<file path="config.mk">
export PLATFORM = sky130hd
export DESIGN_NAME = integer_pth_root_floor_unit
export DESIGN_NICKNAME = d
export VERILOG_FILES = /design/src/hw/rtl/ipr_pkg.sv /design/src/hw/rtl/integer_pth_root_floor_unit.sv
export SDC_FILE = /design/constraint.sdc
export NUM_CORES = 2
export LEC_CHECK = 0
export BUFFER_PORTS_ARGS = -buffer_cell sky130_fd_sc_hd__buf_2
export CAP_MARGIN = 10
export CORE_ASPECT_RATIO = 0.5
export CORE_MARGIN = 2
export CORE_UTILIZATION = 55
export DETAILED_ROUTE_END_ITERATION = 6
export PLACE_DENSITY = 0.81
export SYNTH_ARGS = -nofsm -noshare
export SYNTH_HDL_FRONTEND = slang
export SYNTH_SLANG_ARGS = --single-unit
</file>
<file path="constraint.sdc">
create_clock -name clk_i -period 27.4 [get_ports clk_i]
set_clock_uncertainty 0.2 [all_clocks]
set_input_delay 5.48 -clock clk_i [delete_from_list [all_inputs] [get_ports clk_i]]
set_output_delay 5.48 -clock clk_i [all_outputs]
set_load 0.05 [all_outputs]
</file>
<file path="src/hw/rtl/ipr_pkg.sv">
// Package of shared constants for the integer p-th root floor unit.
`default_nettype none

package ipr_pkg;

  // Default width of the value and root fields.
  localparam int unsigned IPR_VALUE_BITS_DEF = 31;
  // Width of the exponent field.
  localparam int unsigned IPR_EXP_BITS = 6;
  // Width of one limb handled by the shared multiplier.
  localparam int unsigned IPR_LIMB_BITS = 32;

  // Byte-padded stream widths for a given value width.
  function automatic int unsigned ipr_in_bits(input int unsigned vb);
    return ((vb + IPR_EXP_BITS + 7) / 8) * 8;
  endfunction

  function automatic int unsigned ipr_out_bits(input int unsigned vb);
    return ((vb + 7) / 8) * 8;
  endfunction

endpackage

`default_nettype wire

</file>
<file path="src/hw/rtl/integer_pth_root_floor_unit.sv">
// Exponent zero goes from the idle state straight to the finish state.
// Otherwise one trial per root bit, top bit first; a trial forms each further
// power limb by limb on the multiplier, L = ceil(VALUE_BITS/32) limbs per
// operand, and stops at the first power above the value or at the p-th power.
// One item at a time on the single shared multiplier; the next item is taken
// while the previous result waits in the output register.
// Reset (rst_ni, async, low) clears the sequencer and the output valid only.
`default_nettype none

module integer_pth_root_floor_unit #(
  parameter int unsigned VALUE_BITS = ipr_pkg::IPR_VALUE_BITS_DEF
) (
  input  wire logic                                         clk_i,
  input  wire logic                                         rst_ni,
  // tdata: value_in [VALUE_BITS-1:0], exponent [VALUE_BITS+5:VALUE_BITS], zero pad
  input  wire logic [ipr_pkg::ipr_in_bits(VALUE_BITS)-1:0]  s_axis_tdata_i,
  input  wire logic                                         s_axis_tvalid_i,
  output logic                                              s_axis_tready_o,
  // tdata: root [VALUE_BITS-1:0], zero pad
  output logic [ipr_pkg::ipr_out_bits(VALUE_BITS)-1:0]      m_axis_tdata_o,
  // tuser: valid_res [0]
  output logic                                              m_axis_tuser_o,
  output logic                                              m_axis_tvalid_o,
  input  wire logic                                         m_axis_tready_i
);

  import ipr_pkg::*;

  localparam int unsigned VB    = VALUE_BITS;
  localparam int unsigned EB    = IPR_EXP_BITS;
  localparam int unsigned LW    = IPR_LIMB_BITS;
  localparam int unsigned L     = (VB + LW - 1) / LW;
  localparam int unsigned PADW  = L * LW;
  localparam int unsigned PW    = 2 * PADW;
  localparam int unsigned BIT_W = $clog2(VB);
  localparam int unsigned IDX_W = (L > 1) ? $clog2(L) : 1;
  localparam int unsigned OUT_W = ipr_out_bits(VB);

  typedef enum logic [2:0] {
    ST_IDLE,
    ST_TRIAL,
    ST_MUL,
    ST_CHECK,
    ST_FINISH
  } state_e;

  state_e             state_q, state_d;
  logic [VB-1:0]      v_q, v_d;
  logic [EB-1:0]      p_q, p_d;
  logic [VB-1:0]      r_q, r_d;
  logic [VB-1:0]      cand_q, cand_d;
  logic [VB-1:0]      acc_q, acc_d;
  logic [EB-1:0]      cnt_q, cnt_d;
  logic [BIT_W-1:0]   bit_q, bit_d;
  logic [IDX_W-1:0]   i_q, i_d;
  logic [IDX_W-1:0]   j_q, j_d;
  logic [PW-1:0]      prod_q, prod_d;
  logic               fin_valid_q, fin_valid_d;
  logic               m_valid_q, m_valid_d;
  logic [VB-1:0]      m_root_q, m_root_d;
  logic               m_user_q, m_user_d;

  logic [VB-1:0]      cand_w;
  logic [PADW-1:0]    a_pad, b_pad;
  logic [LW-1:0]      a_limb, b_limb;
  logic [2*LW-1:0]    pp_w;
  logic [PW-1:0]      prod_add;
  logic [VB-1:0]      in_value;
  logic [EB-1:0]      in_exp;
  state_e             adv_state;
  logic [BIT_W-1:0]   adv_bit;

  assign in_value = s_axis_tdata_i[VB-1:0];
  assign in_exp   = s_axis_tdata_i[VB +: EB];
  assign cand_w   = r_q | (VB'(1) << bit_q);

  // Shared multiplier: one limb product per cycle, shifted into place.
  assign a_pad    = PADW'(acc_q);
  assign b_pad    = PADW'(cand_q);
  assign a_limb   = a_pad[i_q * LW +: LW];
  assign b_limb   = b_pad[j_q * LW +: LW];
  assign pp_w     = a_limb * b_limb;
  assign prod_add = PW'(pp_w) << (LW * (int'(i_q) + int'(j_q)));

  // Move on to the next root bit, or finish after the lowest.
  always_comb begin
    if (bit_q == '0) begin
      adv_state = ST_FINISH;
      adv_bit   = bit_q;
    end else begin
      adv_state = ST_TRIAL;
      adv_bit   = bit_q - BIT_W'(1);
    end
  end

  always_comb begin
    state_d     = state_q;
    v_d         = v_q;
    p_d         = p_q;
    r_d         = r_q;
    cand_d      = cand_q;
    acc_d       = acc_q;
    cnt_d       = cnt_q;
    bit_d       = bit_q;
    i_d         = i_q;
    j_d         = j_q;
    prod_d      = prod_q;
    fin_valid_d = fin_valid_q;
    m_valid_d   = m_valid_q;
    m_root_d    = m_root_q;
    m_user_d    = m_user_q;

    if (m_axis_tready_i) begin
      m_valid_d = 1'b0;
    end

    case (state_q)
      ST_IDLE: begin
        if (s_axis_tvalid_i) begin
          v_d         = in_value;
          p_d         = in_exp;
          r_d         = '0;
          bit_d       = BIT_W'(VB - 1);
          fin_valid_d = 1'b1;
          if (in_exp == '0) begin
            state_d = ST_FINISH;
            if (in_value == VB'(1)) begin
              r_d = VB'(1);
            end else if (in_value != '0) begin
              fin_valid_d = 1'b0;
            end
          end else begin
            state_d = ST_TRIAL;
          end
        end
      end
      ST_TRIAL: begin
        // First power is the candidate itself.
        cand_d = cand_w;
        acc_d  = cand_w;
        cnt_d  = EB'(1);
        prod_d = '0;
        i_d    = '0;
        j_d    = '0;
        if (cand_w > v_q) begin
          state_d = adv_state;
          bit_d   = adv_bit;
        end else if (p_q == EB'(1)) begin
          r_d     = cand_w;
          state_d = adv_state;
          bit_d   = adv_bit;
        end else begin
          state_d = ST_MUL;
        end
      end
      ST_MUL: begin
        prod_d = prod_q + prod_add;
        if (j_q == IDX_W'(L - 1)) begin
          j_d = '0;
          if (i_q == IDX_W'(L - 1)) begin
            i_d     = '0;
            state_d = ST_CHECK;
          end else begin
            i_d = i_q + IDX_W'(1);
          end
        end else begin
          j_d = j_q + IDX_W'(1);
        end
      end
      ST_CHECK: begin
        if (prod_q > PW'(v_q)) begin
          state_d = adv_state;
          bit_d   = adv_bit;
        end else if (cnt_q + EB'(1) == p_q) begin
          r_d     = cand_q;
          state_d = adv_state;
          bit_d   = adv_bit;
        end else begin
          acc_d   = prod_q[VB-1:0];
          cnt_d   = cnt_q + EB'(1);
          prod_d  = '0;
          state_d = ST_MUL;
        end
      end
      ST_FINISH: begin
        if (!m_valid_q || m_axis_tready_i) begin
          m_valid_d = 1'b1;
          m_root_d  = r_q;
          m_user_d  = fin_valid_q;
          state_d   = ST_IDLE;
        end
      end
      default: begin
        state_d = ST_IDLE;
      end
    endcase
  end

  always_ff @(posedge clk_i or negedge rst_ni) begin
    if (!rst_ni) begin
      state_q   <= ST_IDLE;
      m_valid_q <= 1'b0;
    end else begin
      state_q     <= state_d;
      m_valid_q   <= m_valid_d;
      v_q         <= v_d;
      p_q         <= p_d;
      r_q         <= r_d;
      cand_q      <= cand_d;
      acc_q       <= acc_d;
      cnt_q       <= cnt_d;
      bit_q       <= bit_d;
      i_q         <= i_d;
      j_q         <= j_d;
      prod_q      <= prod_d;
      fin_valid_q <= fin_valid_d;
      m_root_q    <= m_root_d;
      m_user_q    <= m_user_d;
    end
  end

  assign s_axis_tready_o = (state_q == ST_IDLE);
  assign m_axis_tvalid_o = m_valid_q;
  assign m_axis_tdata_o  = OUT_W'(m_root_q);
  assign m_axis_tuser_o  = m_user_q;

  // Bits below the one under trial are still clear.
  a_root_low_clear: assert property (@(posedge clk_i) disable iff (!rst_ni)
    (state_q == ST_TRIAL) |-> (((r_q >> bit_q) << bit_q) == r_q))
    else $error("root has bits set below the trial bit");

  // A power is only ever extended while it stays within the value.
  a_acc_in_range: assert property (@(posedge clk_i) disable iff (!rst_ni)
    (state_q == ST_MUL) |-> (acc_q <= v_q))
    else $error("partial power above the value");

  a_cnt_below_exp: assert property (@(posedge clk_i) disable iff (!rst_ni)
    (state_q == ST_CHECK) |-> (cnt_q < p_q))
    else $error("power count reached the exponent");

  a_invalid_root_zero: assert property (@(posedge clk_i) disable iff (!rst_ni)
    (m_valid_q && !m_user_q) |-> (m_root_q == '0))
    else $error("invalid result carries a non-zero root");

endmodule

`default_nettype wire
</file>
==> flow_summary.json <==
{
  "status": "finished, violations left",
  "violations": "DRC",
  "layout_min_cycle_time_ps": 11850,
  "synth_top_flop_cell": "edfxtp_1",
  "remaining_drc_errors": 9,
  "gp_congestion": 0.975,
  "hold_viol": 0,
  "clk_pin_slew_ps": 70,
  "cts.root.buffer_cell": "clkbuf_16",
  "netlist_top_cells_area": "fa_1, edfxtp_1, ha_1",
  "synth_largest_area_cell": "fa_1",
  "grtUsageMet2_pct": 48.7,
  "placed_cells": 5944,
  "cp-end-kind": "flip-flop",
  "die_y_um": 210,
  "final.period_utilization_pct": 43.2,
  "crit_path_start": "acc_q[11]",
  "crit_type": "reg2reg",
  "use_met3_pct": 5.92,
  "syn-num-nets": 6264,
  "cpMostUsedCell": "fa_1",
  "holdCritStartpoint": "fin_valid_q",
  "synth_top_area_share_pct": 36.2,
  "area_growth_pct": 4.81,
  "synth_area_um2": 46500,
  "ys_types": 81,
  "antenna_found_initial": 6,
  "drtIter0Drc": 4050,
  "setup_viol": 0,
  "first_global_vias": 37800,
  "post-cts-setup-buffers": 0,
  "critPathMaxFanout": 20,
  "critPathBufInv": 5,
  "die_area_um2": 87000,
  "dr.pass1.iters": 7,
  "filler_cell_count": 6870,
  "grt_setup_unrepaired": "false",
  "grt_use_met1_pct": 40.8,
  "initial_core_util_pct": 55.5,
  "final_common_cell": "inv_1",
  "post-dp-hpwl_um": 101000,
  "cts_hold_buf": 0,
  "r2r-start": "acc_q[11]",
  "syn_inst": 4946,
  "crit_slowest_cell": "edfxtp_1",
  "synth_area_per_cell_um2": 9.40,
  "crit_family": "adder cells",
  "arrival_ps": 11950,
  "max_cap_violations": 0,
  "rows": 75,
  "top_usage_layer": "met2",
  "fmax_mhz": 84.4,
  "final_antenna_net_count": 0,
  "crit_path_max_incr_delay_ps": 900,
  "cts_tree": "done",
  "routed_via_density": 5.90,
  "clock-sinks": 242,
  "clk_latency_ps": 560,
  "finalWirelength_um": 127000,
  "hold_path_class": "reg2reg",
  "drive_above_1_share_pct": 4.41,
  "final_cell_mix": "inv_1, fa_1, and2_1",
  "yosysSeqAreaShare_pct": 15.6,
  "die_x_um": 415,
  "num_vias": 35300,
  "cts_resized": 0,
  "h-tree-depth": 1,
  "required_ps": 27510,
  "cts_buffers": 26,
  "yosys_warnings": 0,
  "track_usage_pct": 30.1,
  "nets": 6174,
  "worst_pin_slew_ps": 1260,
  "fin_tns_setup_ps": 0,
  "grt_max_degree": 79,
  "gr-total-overflow": 0,
  "slew_headroom_pct": 15.8,
  "ys_ff_latch": 242,
  "synth_edf_count": 238,
  "portBuffers": 74,
  "cp-start-kind": "flip-flop",
  "ios": 79,
  "wl_per_cell_um": 21.3,
  "clk_path_buf_depth": 3,
  "fin_cells": 5994,
  "async_flop_share_pct": 1.65,
  "grt_pass1_wl_um": 204000,
  "coreArea_um2": 83800,
  "final_max_slew_viol_count": 0
}
==> synth_stat cells, types with 5 or more instances <==
master,count
nor2_1,233
nand2b_1,13
or3_1,5
nor4_1,24
and2_1,582
a21o_1,89
a211oi_1,18
nand2_1,505
nor3_1,33
o31a_1,5
xor2_1,40
xnor2_1,76
nor2b_1,23
o31ai_1,11
nand3_1,29
inv_1,904
a31oi_1,32
o21ai_0,98
a21oi_1,236
and3_1,16
o21a_1,21
ha_1,434
mux2i_1,6
fa_1,840
nand4_1,53
edfxtp_1,238
clkbuf_1,253
o21bai_1,22
o211ai_1,12
buf_1,6
or2_2,5
==> layout make-up <==
type / count / area [µm²] / area share (%)
timing repair buffer: 144 / 896 / 1.84
clock buffer: 35 / 726 / 1.49
tap: 1116 / 1400 / 2.86
sequential: 242 / 7250 / 14.9
multi-input combinational: 3538 / 34900 / 71.6
clock inverter: 13 / 170 / 0.349
antenna: 2 / 5.00 / 0.0103
inverter: 904 / 3390 / 6.96
==> final timing paths <==
check / endpoint / slack (ps) / depth (start not counted)
max: prod_q[59] / 15550 / 35
min: m_axis_tuser_o / 220 / 0
max reg2reg: prod_q[59] / 15550 / 35
min reg2reg: m_axis_tuser_o / 220 / 0
max in group asynchronous: state_q[1] / 22280 / 1
min in group asynchronous: state_q[0] / 4540 / 1
==> routing by layer <==
metal,vias up,part of all wire (%)
li1,15300,-
met1,17800,39
met2,1953,46
met3,342,11
met4,0,4.0
met5,-,0
==> sequential cells by signal, summed over array words and instances, names as in the netlist <==
signal           cells
m_axis_tuser_o       1
prod_q              64
cand_q              31
state_q              3
v_q                 31
m_axis_tvalid_o      1
bit_q                5
r_q                 31
cnt_q                6
fin_valid_q          1
p_q                  6
m_root_q            31
acc_q               31
==> metrics by stage <==
stage	instance area, µm²	util (%)	hold WS, ps	worst slack, ps
after global placement	47800	57.1	203	15850
after global routing	48700	58.2	238	15180
after floorplan	46500	-	200	16240
after detailed placement	47800	57.1	210	15890
after CTS	48700	58.2	224	15780
final	48700	58.2	222	15550
==> worst reg2reg max path, delay by kind of cell, from the launching register on <==
kind | cells | cell delay [ps]
simple gates | 7 | 1980
flops | 1 | 900
buf+inv | 5 | 650
compound gates | 11 | 2650
mux | 1 | 150
xor+xnor | 1 | 440
fa+ha+maj | 10 | 4650
==> logic make-up after synthesis <==
group | after synthesis | synth area share (%)
xor+xnor | 116 | 2.18
simple gates | 1539 | 16.7
mux | 7 | 0.153
other cells | 1 | 0.00806
fa+ha+maj | 1274 | 47.8
flops | 242 | 15.6
buf+inv | 1166 | 9.42
compound gates | 601 | 8.16
Power is not shown: default switching activity piles up to over one toggle a cycle in this logic, so the estimate is an artifact.
